$ cat config.mk
export PLATFORM = sky130hd
export DESIGN_NAME = differential_drive_odometry_unit
export DESIGN_NICKNAME = d
export VERILOG_FILES = /design/src/rtl/ddo_pkg.sv /design/src/rtl/ddo_cordic.sv /design/src/rtl/differential_drive_odometry_unit.sv
export SDC_FILE = /design/constraint.sdc
export NUM_CORES = 2
export LEC_CHECK = 0
export BUFFER_PORTS_ARGS = -buffer_cell sky130_fd_sc_hd__buf_4
export CAP_MARGIN = 20
export CORE_ASPECT_RATIO = 1.5
export CORE_MARGIN = 4
export CORE_UTILIZATION = 55
export CTS_BUF_LIST = sky130_fd_sc_hd__clkbuf_8
export CTS_CLUSTER_DIAMETER = 100
export CTS_CLUSTER_SIZE = 16
export DETAILED_ROUTE_END_ITERATION = 10
export PLACE_DENSITY_LB_ADDON = 0.05
export SLEW_MARGIN = 30
export SYNTH_ARGS = -nofsm -noshare
export SYNTH_HDL_FRONTEND = slang
export SYNTH_SLANG_ARGS = --single-unit
$ cat constraint.sdc
create_clock -name i_clk -period 15.7 [get_ports i_clk]
set_input_delay 0 -clock i_clk [delete_from_list [all_inputs] [get_ports i_clk]]
set_output_delay 0 -clock i_clk [all_outputs]
set_load 0.02 [all_outputs]
$ cat src/rtl/ddo_pkg.sv
// shared constants, tables and helpers for the differential drive odometry block
package ddo_pkg;

    // input command codes (tuser)
    localparam logic CMD_TICK  = 1'b0;
    localparam logic CMD_CLEAR = 1'b1;

    // configuration register indexes
    localparam logic REG_RADIUS = 1'b0;
    localparam logic REG_BINV   = 1'b1;

    localparam logic [15:0] RADIUS_RESET = 16'd1049;
    localparam logic [15:0] BINV_RESET   = 16'd3657;

    // datapath word of the shared multiplier and the rotator
    localparam int DW = 34;
    typedef logic signed [DW-1:0] t_word;

    localparam int TABLE_LEN = 24;

    localparam t_word CORDIC_GAIN_Q30 = 34'sd652032874;
    localparam t_word INV_TWO_PI_Q32  = 34'sd683565276;
    localparam t_word TWO_PI_Q30      = 34'sd6746518852;

    // quarter turn in 2^-24 turn units
    localparam logic signed [23:0] QUARTER_TURN = 24'sh400000;

    // arctangent of 2^-i in Q30 radians
    function automatic t_word atan_q30(input logic [4:0] idx);
        t_word v;
        unique case (idx)
            5'd0:    v = 34'sh03243F6A8;
            5'd1:    v = 34'sh01DAC6705;
            5'd2:    v = 34'sh00FADBAFC;
            5'd3:    v = 34'sh007F56EA6;
            5'd4:    v = 34'sh003FEAB76;
            5'd5:    v = 34'sh001FFD55B;
            5'd6:    v = 34'sh000FFFAAA;
            5'd7:    v = 34'sh0007FFF55;
            5'd8:    v = 34'sh0003FFFEA;
            5'd9:    v = 34'sh0001FFFFD;
            5'd10:   v = 34'sh0000FFFFF;
            5'd11:   v = 34'sh00007FFFF;
            5'd12:   v = 34'sh00003FFFF;
            5'd13:   v = 34'sh00001FFFF;
            5'd14:   v = 34'sh00000FFFF;
            5'd15:   v = 34'sh000007FFF;
            5'd16:   v = 34'sh000003FFF;
            5'd17:   v = 34'sh000001FFF;
            5'd18:   v = 34'sh000000FFF;
            5'd19:   v = 34'sh0000007FF;
            5'd20:   v = 34'sh0000003FF;
            5'd21:   v = 34'sh0000001FF;
            5'd22:   v = 34'sh0000000FF;
            5'd23:   v = 34'sh00000007F;
            default: v = '0;
        endcase
        return v;
    endfunction

    function automatic logic signed [15:0] sat_16(input logic signed [24:0] v);
        logic signed [15:0] r;
        if (v > 25'sd32767) begin
            r = 16'sh7FFF;
        end else if (v < -25'sd32768) begin
            r = 16'sh8000;
        end else begin
            r = v[15:0];
        end
        return r;
    endfunction

    function automatic logic signed [31:0] sat_32(input logic signed [33:0] v);
        logic signed [31:0] r;
        if (v > 34'sd2147483647) begin
            r = 32'sh7FFFFFFF;
        end else if (v < -34'sd2147483648) begin
            r = 32'sh80000000;
        end else begin
            r = v[31:0];
        end
        return r;
    endfunction

endpackage

$ cat src/rtl/ddo_cordic.sv
// rotation-mode cordic, one micro-rotation per cycle
module ddo_cordic #(
    parameter int CORDIC_STEPS = 16
) (
    input  logic           i_clk,
    input  logic           i_rst_n,
    input  logic           i_start,
    input  ddo_pkg::t_word i_z,
    output logic           o_done,
    output ddo_pkg::t_word o_x,
    output ddo_pkg::t_word o_y
);

    localparam int CntW = $clog2(CORDIC_STEPS);
    localparam logic [CntW-1:0] Last = CntW'(CORDIC_STEPS - 1);

    ddo_pkg::t_word r_x, r_y, r_z;
    logic [CntW-1:0] r_i;
    logic            r_busy;
    logic            r_done;

    ddo_pkg::t_word xs, ys, ang;

    always_comb begin
        xs  = r_x >>> r_i;
        ys  = r_y >>> r_i;
        ang = ddo_pkg::atan_q30(5'(r_i));
    end

    always_ff @(posedge i_clk) begin
        if (!i_rst_n) begin
            r_busy <= 1'b0;
            r_done <= 1'b0;
        end else begin
            r_done <= 1'b0;
            if (i_start) begin
                r_x    <= ddo_pkg::CORDIC_GAIN_Q30;
                r_y    <= '0;
                r_z    <= i_z;
                r_i    <= '0;
                r_busy <= 1'b1;
            end else if (r_busy) begin
                // rotate toward zero residual angle
                if (!r_z[ddo_pkg::DW-1]) begin
                    r_x <= r_x - ys;
                    r_y <= r_y + xs;
                    r_z <= r_z - ang;
                end else begin
                    r_x <= r_x + ys;
                    r_y <= r_y - xs;
                    r_z <= r_z + ang;
                end
                r_i <= r_i + 1'b1;
                if (r_i == Last) begin
                    r_busy <= 1'b0;
                    r_done <= 1'b1;
                end
            end
        end
    end

    assign o_done = r_done;
    assign o_x    = r_x;
    assign o_y    = r_y;

    a_start_idle: assert property (@(posedge i_clk) disable iff (!i_rst_n)
        i_start |-> !r_busy)
        else $error("cordic started while busy");

    a_done_clears_busy: assert property (@(posedge i_clk) disable iff (!i_rst_n)
        r_done |-> !r_busy)
        else $error("cordic done while still busy");

    a_step_bound: assert property (@(posedge i_clk) disable iff (!i_rst_n)
        r_busy |-> (r_i <= Last))
        else $error("cordic step counter out of range");

endmodule

$ cat src/rtl/differential_drive_odometry_unit.sv
// differential drive odometry: pose tracker with a shared multiplier and cordic
//
//  channel   dir  handshake              payload
//  s_axis    in   tvalid/tready         tuser: command; tdata: left, right, tick_length
//  m_axis    out  tvalid/tready         tdata: x, y, heading, linear_speed, turn_rate
//  cfg       in   i_cfg_we              i_cfg_index, i_cfg_data
//
// a moving tick runs the cordic loop plus nine products through the one shared
// multiplier between accept and the next accept
// a clear command or a zero tick length runs the speed products only
// the result sits in an output register, so a stalled m_axis holds only the last
// item; the next item is taken and worked on meanwhile, and waits at the end
// synchronous active-low reset restores pose, stored speeds and both registers
module differential_drive_odometry_unit #(
    parameter int CORDIC_STEPS = 16
) (
    input  logic         i_clk,
    input  logic         i_rst_n,
    input  logic         i_cfg_we,
    input  logic         i_cfg_index,
    input  logic [15:0]  i_cfg_data,
    input  logic         s_axis_tvalid,
    output logic         s_axis_tready,
    input  logic [47:0]  s_axis_tdata,   // left_wheel_speed, right_wheel_speed, tick_length
    input  logic         s_axis_tuser,   // command
    output logic         m_axis_tvalid,
    input  logic         m_axis_tready,
    output logic [111:0] m_axis_tdata    // pose_x, pose_y, heading, linear_speed, turn_rate
);

    typedef enum logic [3:0] {
        S_IDLE, S_MV, S_MW1, S_MW2, S_MP, S_MD, S_MA, S_MZ,
        S_CST, S_CORD, S_MX, S_MY, S_MH, S_FIN
    } t_state;

    t_state r_state;

    logic [15:0] r_radius, r_binv;

    // architectural state
    logic signed [31:0] r_pos_x, r_pos_y;
    logic [15:0]        r_heading;
    logic signed [15:0] r_left, r_right;

    // per-item work registers
    logic [15:0]        r_tick;
    logic               r_upd;
    logic signed [32:0] r_vfull;
    logic signed [24:0] r_wrate;
    logic [24:0]        r_d;
    logic [23:0]        r_a;
    logic               r_neg;
    logic signed [29:0] r_dist;
    logic signed [67:0] r_prod;

    // output register
    logic               r_out_valid;
    logic [111:0]       r_out_data;

    ddo_pkg::t_word mul_a, mul_b;
    ddo_pkg::t_word cord_x, cord_y, cos_v, sin_v;
    logic           cord_done;
    logic           cord_start;

    logic signed [16:0] spd_sum, spd_diff;
    logic [23:0]        mid;
    logic               mid_neg;
    logic [24:0]        d_rnd;
    logic signed [33:0] sum_x, sum_y;
    logic               in_acc;

    assign in_acc        = s_axis_tvalid && s_axis_tready;
    assign s_axis_tready = (r_state == S_IDLE);
    assign m_axis_tvalid = r_out_valid;
    assign m_axis_tdata  = r_out_data;
    assign cord_start    = (r_state == S_CST);

    ddo_cordic #(
        .CORDIC_STEPS(CORDIC_STEPS)
    ) u_cordic (
        .i_clk   (i_clk),
        .i_rst_n (i_rst_n),
        .i_start (cord_start),
        .i_z     (34'($signed(r_prod[57:24]))),
        .o_done  (cord_done),
        .o_x     (cord_x),
        .o_y     (cord_y)
    );

    always_comb begin
        spd_sum  = 17'(r_left) + 17'(r_right);
        spd_diff = 17'(r_right) - 17'(r_left);
        cos_v    = r_neg ? -cord_x : cord_x;
        sin_v    = r_neg ? -cord_y : cord_y;
        // midpoint angle in 2^-24 turn: heading plus half the turn of this tick
        mid      = {r_heading, 8'b0} + r_prod[48:25];
        mid_neg  = ($signed(mid) > ddo_pkg::QUARTER_TURN) ||
                   ($signed(mid) < -ddo_pkg::QUARTER_TURN);
        d_rnd    = r_d + 25'd128;
        sum_x    = 34'(r_pos_x) + 34'($signed(r_prod[62:35]));
        sum_y    = 34'(r_pos_y) + 34'($signed(r_prod[62:35]));
    end

    // operand select for the shared multiplier
    always_comb begin
        mul_a = '0;
        mul_b = '0;
        case (r_state)
            S_MV: begin
                mul_a = 34'(r_radius);
                mul_b = 34'(spd_sum);
            end
            S_MW1: begin
                mul_a = 34'(r_radius);
                mul_b = 34'(spd_diff);
            end
            S_MW2: begin
                mul_a = 34'($signed(r_prod[32:0]));
                mul_b = 34'(r_binv);
            end
            S_MP: begin
                mul_a = 34'($signed(r_prod[48:16]));
                mul_b = 34'(r_tick);
            end
            S_MD: begin
                mul_a = $signed(r_prod[49:16]);
                mul_b = ddo_pkg::INV_TWO_PI_Q32;
            end
            S_MA: begin
                mul_a = 34'(r_vfull);
                mul_b = 34'(r_tick);
            end
            S_MZ: begin
                mul_a = 34'($signed(r_a));
                mul_b = ddo_pkg::TWO_PI_Q30;
            end
            S_MX: begin
                mul_a = 34'(r_dist);
                mul_b = cos_v;
            end
            S_MY: begin
                mul_a = 34'(r_dist);
                mul_b = sin_v;
            end
            default: begin
                mul_a = '0;
                mul_b = '0;
            end
        endcase
    end

    always_ff @(posedge i_clk) begin
        r_prod <= mul_a * mul_b;
    end

    always_ff @(posedge i_clk) begin
        if (!i_rst_n) begin
            r_radius <= ddo_pkg::RADIUS_RESET;
            r_binv   <= ddo_pkg::BINV_RESET;
        end else if (i_cfg_we) begin
            unique case (i_cfg_index)
                ddo_pkg::REG_RADIUS: r_radius <= i_cfg_data;
                ddo_pkg::REG_BINV:   r_binv   <= i_cfg_data;
                default:             r_radius <= r_radius;
            endcase
        end
    end

    always_ff @(posedge i_clk) begin
        if (!i_rst_n) begin
            r_state     <= S_IDLE;
            r_out_valid <= 1'b0;
            r_pos_x     <= '0;
            r_pos_y     <= '0;
            r_heading   <= '0;
            r_left      <= '0;
            r_right     <= '0;
        end else begin
            // the final state refills the output register itself
            if (r_out_valid && m_axis_tready && (r_state != S_FIN)) begin
                r_out_valid <= 1'b0;
            end
            unique case (r_state)
                S_IDLE: begin
                    if (in_acc) begin
                        r_tick <= s_axis_tdata[47:32];
                        r_upd  <= (s_axis_tuser == ddo_pkg::CMD_TICK) &&
                                  (s_axis_tdata[47:32] != '0);
                        if (s_axis_tuser == ddo_pkg::CMD_CLEAR) begin
                            r_pos_x   <= '0;
                            r_pos_y   <= '0;
                            r_heading <= '0;
                        end else if (s_axis_tdata[47:32] != '0) begin
                            r_left  <= $signed(s_axis_tdata[15:0]);
                            r_right <= $signed(s_axis_tdata[31:16]);
                        end
                        r_state <= S_MV;
                    end
                end
                S_MV:  r_state <= S_MW1;
                S_MW1: begin
                    r_vfull <= $signed(r_prod[32:0]);
                    r_state <= S_MW2;
                end
                S_MW2: r_state <= S_MP;
                S_MP: begin
                    r_wrate <= $signed(r_prod[48:24]);
                    r_state <= r_upd ? S_MD : S_FIN;
                end
                S_MD: r_state <= S_MA;
                S_MA: begin
                    r_d     <= r_prod[48:24];
                    // fold into the right half plane, flipping the result sign
                    r_a     <= {mid[23] ^ mid_neg, mid[22:0]};
                    r_neg   <= mid_neg;
                    r_state <= S_MZ;
                end
                S_MZ: begin
                    r_dist  <= $signed(r_prod[49:20]);
                    r_state <= S_CST;
                end
                S_CST: r_state <= S_CORD;
                S_CORD: begin
                    if (cord_done) begin
                        r_state <= S_MX;
                    end
                end
                S_MX: r_state <= S_MY;
                S_MY: begin
                    r_pos_x <= ddo_pkg::sat_32(sum_x);
                    r_state <= S_MH;
                end
                S_MH: begin
                    r_pos_y   <= ddo_pkg::sat_32(sum_y);
                    r_heading <= r_heading + d_rnd[23:8];
                    r_state   <= S_FIN;
                end
                S_FIN: begin
                    if (!r_out_valid || m_axis_tready) begin
                        r_out_valid <= 1'b1;
                        r_out_data  <= {ddo_pkg::sat_16(r_wrate), r_vfull[32:17],
                                        r_heading, r_pos_y, r_pos_x};
                        r_state     <= S_IDLE;
                    end
                end
                default: r_state <= S_IDLE;
            endcase
        end
    end

    a_clear_pose: assert property (@(posedge i_clk) disable iff (!i_rst_n)
        (in_acc && s_axis_tuser == ddo_pkg::CMD_CLEAR) |=>
            (r_pos_x == '0 && r_pos_y == '0 && r_heading == '0))
        else $error("clear command did not zero the pose");

    a_zero_tick_keeps_speeds: assert property (@(posedge i_clk) disable iff (!i_rst_n)
        (in_acc && s_axis_tuser == ddo_pkg::CMD_TICK && s_axis_tdata[47:32] == '0) |=>
            (r_left == $past(r_left) && r_right == $past(r_right)))
        else $error("zero tick length changed the stored speeds");

    a_cordic_done_state: assert property (@(posedge i_clk) disable iff (!i_rst_n)
        cord_done |-> (r_state == S_CORD))
        else $error("cordic finished outside its wait state");

endmodule
# ---- After elaboration in Yosys (flattened, before gate mapping)
# Memories as Yosys holds them, arrays and structs flattened. A register that Yosys moved wholly into a read port is not among the register bits.
# Cells that the tools add are included.
dict set report totals {
  inputBits 71
  out_inout_bits 114
  register_bits 586
  mem_bits_ro 480
  mem_count 1
  elab_cells 145
}
dict set report classes {
  n_eq_ne 19
  mux 38
  bitwise 5
  n_addsub 16
  n_reduce_logical 29
  shift 2
  n_mul 1
  n_lt_le_gt_ge 8
}
# memory depth word_bits rd rd_clocked_by_memory_dff wr line
set mem_list {}
lappend mem_list {{(no name shown)} 16 30 1 1 0 ddo_pkg.sv:31} ;# unique case (idx)
# op n
set op_table {}
lappend op_table {{$mux 34} 9}
lappend op_table {{$pmux 34 s8} 1}
lappend op_table {{$pmux 34 s7} 1}
lappend op_table {{$mux 32} 6}
lappend op_table {{$pmux 32 s2} 2}
lappend op_table {{$add 34x34->34} 3}
lappend op_table {{$sub 34x34->34} 3}
lappend op_table {{$neg 34->34} 2}
lappend op_table {{$sshr 34x4->34} 2}
lappend op_table {{$add 32x28->33} 2}
lappend op_table {{$gt 33x32->1 const B} 2}
lappend op_table {{$lt 33x32->1 const B} 2}
lappend op_table {{$mul 34x34->63} 1}
lappend op_table {{$pmux 4 s14} 1}
lappend op_table {{$mux 16} 3}
lappend op_table {{$pmux 16 s2} 1}
lappend op_table {{$eq 4x4->1 const B} 7}
lappend op_table {{$mux 4} 7}
lappend op_table {{$gt 25x16->1 const B} 1}
lappend op_table {{$lt 25x16->1 const B} 1}
lappend op_table {{$add 24x24->24} 1}
lappend op_table {{$add 24x8->24 const B} 1}
lappend op_table {{$gt 24x24->1 const B} 1}
lappend op_table {{$lt 24x23->1 const B} 1}
lappend op_table {{24 further kinds} 57}

# ---- Logic depth before layout (Yosys ltp)
dict set report logic_depth {
  word_depth 5
  depth_mapped 43
  mapped_depth_nobuf 40
}

# ---- Hierarchy
# Synthesis repeated with hierarchy kept, for this count alone.
dict set report hier_totals {
  hier_cells 8627
  area_unflattened_um2 78915.7
}
# module area_per_inst_um2 seq_area_each_um2 instances cells_each
set by_module_without_submodules {}
lappend by_module_without_submodules {differential_drive_odometry_unit 62829.0 11961.5 1 6762}
lappend by_module_without_submodules {ddo_cordic 16086.7 3803.6 1 1865}

# ---- Worst setup path before layout
# OpenSTA, ideal clock, no wires.
dict set report synth_timing {
  path_kind {register to register}
  from {register r_state[1]}
  to {register r_out_data[0], in the netlist m_axis_tdata[0] (enable)}
  period_less_slack_ns 12.282
  stages_incl_launch_ff 5
  arrival_ns 11.425
  slack_ns 3.418
  setup_ns 0.857
  t_required_ns 14.843
  n_path_buf 1
  path_cell_list {dfxtp_1 clkbuf_1 inv_1 nand2_1 nor4_1}
}
dict set report synth_via {
  elab_chain_len 2
}
# item line
set synth_lines {}
lappend synth_lines {{from (decl)} differential_drive_odometry_unit.sv:36} ;# t_state r_state;
lappend synth_lines {{from (signal assigned)} differential_drive_odometry_unit.sv:208} ;# r_state <= r_upd ? S_MD : S_FIN;
lappend synth_lines {{$eq 4x4->1} differential_drive_odometry_unit.sv:183} ;# unique case (r_state)
lappend synth_lines {{$reduce_and 3->1 (no line)} n/a}
lappend synth_lines {{to (signal assigned)} differential_drive_odometry_unit.sv:241} ;# r_out_data <= {ddo_pkg::sat_16(r_wrate), r_vfull[32:17],
lappend synth_lines {{to (decl)} differential_drive_odometry_unit.sv:58} ;# logic [111:0] r_out_data;
# No other way between the ends.
# A chain may end at the register's enable or synchronous reset.

# ---- Worst setup path in the final report
dict set report layout_timing {
  from {register r_state[0]}
  to {register r_prod[62]}
}
dict set report layout_via {
  elab_chain_len 4
  elab_cells_between_ends 15
  classes_between {mul (1); eq/ne (9); mux (2); reduce/logical (3)}
}
# item line
set layout_lines {}
lappend layout_lines {{$eq 4x3->1, or another cell as far along} differential_drive_odometry_unit.sv:108} ;# case (r_state)
lappend layout_lines {{$reduce_or 2->1 (no line)} n/a}
lappend layout_lines {{$pmux 34 s8 / $pmux 34 s7 (equally long branches)} differential_drive_odometry_unit.sv:108}
lappend layout_lines {{$mul 34x34->63 *} differential_drive_odometry_unit.sv:153} ;# r_prod <= mul_a * mul_b;
lappend layout_lines {{to (signal assigned)} differential_drive_odometry_unit.sv:153}
lappend layout_lines {{to (decl)} differential_drive_odometry_unit.sv:54} ;# logic signed [67:0] r_prod;
# Every way passes the cells marked *; elsewhere a longest branch is shown, timed or not.

==> qor.txt <==
CP dominant cell by count = fa_1
Sequential share of power = 36.8%
Tot Pwr = 5.44 mW
FILL cells = 12300
Avg Inst Size Synth = 9.32 sq um
Clk buf depth = 3
GP Congestion = 0.980
Die X = 314 um
Worst-path clk slew = 0.12 ns
Row count = 168
Worst r2r path cells = 34
Vias in the first global route = 65500
GR peak layer = met2
Area grow syn2layout = 7.65%
Die footprint = 147000 sq um
Final #Nets = 10100
Layout cell share with drive strength beyond 1 = 7.30%
#FFs+latches synth = 606
RSZ-0062 raised after global routing = false
Non-filler cells, final = 10300
Count leader, synth = inv_1
Cell-internal power = 2.94 mW
Clock Skew = 0.100 ns
Setup Total Neg Slack = 0 ns
Final hold violations = 0
Largest cells by area after synthesis = fa_1 31%, edfxtp_1 14%, ha_1 7.1%
Min-delay src = s_axis_tdata[5]
Post-DP HPWL = 208000 um
Count of cell types in the netlist = 89
Ys flop type = edfxtp_1
Max-cap violations = 0
GRT Overall Usage = 36.7%
Top cells by instance count after synthesis = 1349 x inv_1, 1187 x fa_1, 920 x nand2_1
CTS Buf Count = 44
Max-slew violation count = 0
Largest fanout on the critical path = 44
Met1 Use GR = 43.7%
CTS tree = yes
VDD IR max = 77.5 uV
Storage element area = 15800 sq um
Status = finished clean
Ports = 185
First-pass GRT wire length = 405000 um
Synth top area share = 30.7%
FF-to-FF Start = r_state[0]
Crit-path slowest cell = dfxtp_1
Worst min path class = input pin to flop
Hold depth = 4
Routed wire length = 268000 um
Post-Syn Nets = 10000
Pwr Density = 65.3 nW/um^2
DP Cell Count = 10100
Worst Setup End Kind = flop
Global route overflow = 0
Worst endpoint required time = 16.32 ns
YS warnings = 0
Largest net degree at the start of global routing = 79
Number of vias per cell = 6.09
Initial antenna violation count = 9
Area of the multi-input gates = 55400 sq um
Sequential fraction of the synthesis area = 20.4%
Vias post-DR = 63000
EDFF count, synth = 363
H-tree levels = 2
Worst r2r dst = r_prod[62]
Post-CTS Repair Setup Buffers = 0
Async SR Flop Fraction = 0%
Met3 Usage GRT = 5.47%
Leak = 38.7 nW
Arr. time, crit path = 12.78 ns
Initial Utilization = 55.4%
Rel. slew slack = 29.1%
CTS sink count = 606
Violation count after the first detailed-routing iteration = 5286
R2r setup slk = 3.54 ns
Period utilization = 77.5%
Clock share of power = 15.7%
Input/output buffers = 184
Final setup vio count = 0
DRC violations left = 0
Setup crit start kind = flop
Largest area contributor in the synthesized netlist = fa_1
Routed WL per cell = 25.9 um
Least-Margin Pin Slew = 1.06 ns
Crit path time final = 12.16 ns
Placeable Area = 140000 sq um
Setup CP Type = flop to flop
Net Switching = 2.50 mW
Final ANT Viol Nets = 0
Fmax = 82.2 MHz
Chip Height = 468 um
Area of the mapped netlist = 77500 sq um
Clk_lat worst skew = 0.75 ns
Sw frac = 45.9%
Combinational Power Share = 47.5%
Syn Inst Count = 8308
Hold endpoint = r_left[5]
Clk root buf = clkbuf_8
Largest stage delay, worst path = 0.96 ns
DR pass1 iterations = 8
Met2 usage = 62.7%
per-layer routing:
layer	wire length [um]	vias up
li1	-	27300
met1	95200	31800
met2	130000	3046
met3	21400	875
met4	21200	6
met5	27	-
layout make-up:
class                   instances  share of cell area, %
flip-flops and latches        606                   18.9
clock inverters                38                  0.225
inverters                    1353                   6.10
repair buffers                479                   4.75
clock buffers                  44                  0.726
well taps                    1870                   2.81
diodes                          6                 0.0180
multi-input cells            5947                   66.5
layout by cell type (no fill, tap or decap), drive strengths merged, types with 39 or more instances in the layout:
master,n
a21o,158
a21oi,365
a22oi,101
a31oi,73
and2,76
and3,56
buf,349
clkbuf,44
dfxtp,243
dlygate4sd3,130
edfxtp,363
fa,1187
ha,438
inv,1388
mux2i,68
mux4,91
nand2,920
nand2b,41
nand3,100
nor2,891
nor2b,40
nor3,73
o21a,44
o21ai,234
o21bai,45
o31ai,39
xnor2,231
xor2,179
timing repair:
action | 4_1_cts | 5_1_grt
setup endpoints to repair | 0 | 0
resized for setup | 0 | 0
hold buffers | 130 | 0
endpoints found under the hold margin | 129 | 0
registers in the layout (all words and copies together), names as in the netlist, 4 cells and up:
name,cells
m_axis_tdata,112
r_a,16
r_binv,16
r_d,23
r_dist,30
r_heading,16
r_left,16
r_pos_x,32
r_pos_y,32
r_prod,63
r_radius,16
r_right,16
r_state,4
r_tick,16
r_vfull,33
r_wrate,25
u_cordic.ang,29
u_cordic.o_x,34
u_cordic.o_y,34
u_cordic.r_i,4
u_cordic.r_z,34
per-stage QoR:
stage	utilization (%)	hold WS (ns)	setup slack, ns	area [sq um]
finish	59.7	0.0428	3.54	83400
global route	59.6	0.0346	3.00	83400
CTS	59.6	0.00490	3.51	83400
detailed placement	58.1	0.202	3.65	81300
global placement	58.1	0.206	3.80	81200
floorplan	-	0.0989	3.42	77500
power by group through the flow:
stage | sequential (mW) | combinational [mW] | clock, mW
after global placement | 2.04 | 2.49 | 0
after detailed placement | 2.03 | 2.50 | 0
after CTS | 2.00 | 2.56 | 0.875
after global routing | 2.00 | 2.78 | 0.928
final | 2.00 | 2.59 | 0.853
after floorplan | 1.91 | 1.55 | 0
worst max path at each step:
| stage | from | to | cells past startpoint |
|---|---|---|---|
| detailed placement | r_left[4] | r_prod[61] | 35 |
| CTS | r_left[4] | r_prod[61] | 35 |
| finish | r_state[0] | r_prod[62] | 34 |
| global placement | r_left[4] | r_prod[61] | 35 |
| global route | r_state[0] | r_prod[62] | 34 |
| floorplan | r_state[1] | m_axis_tdata[0] | 4 |
logic make-up (layout without fill, tap and decap cells):
logic type      Yosys count  count (layout)  share of synthesized area (%)
fa+ha+maj              1625            1625                           37.8
flops                   606             606                           20.4
other cells               0               6                              0
simple gates           2370            2370                           13.2
xor+xnor                411             411                           4.66
buf+inv                1755            1914                           8.59
mux                     188             188                           4.02
compound gates         1353            1353                           11.4
worst max-delay path, delay by kind of cell (launching register included):
family,cells,cell delay (ns)
adders and majority gates,9,4.50
and+or+nand+nor,6,1.88
xor gates and xnor gates,1,0.14
AOI/OAI and AO/OA,10,2.74
DFF,1,0.96
buffers and inverters,8,1.70
Power figures use the tool's default switching activity.
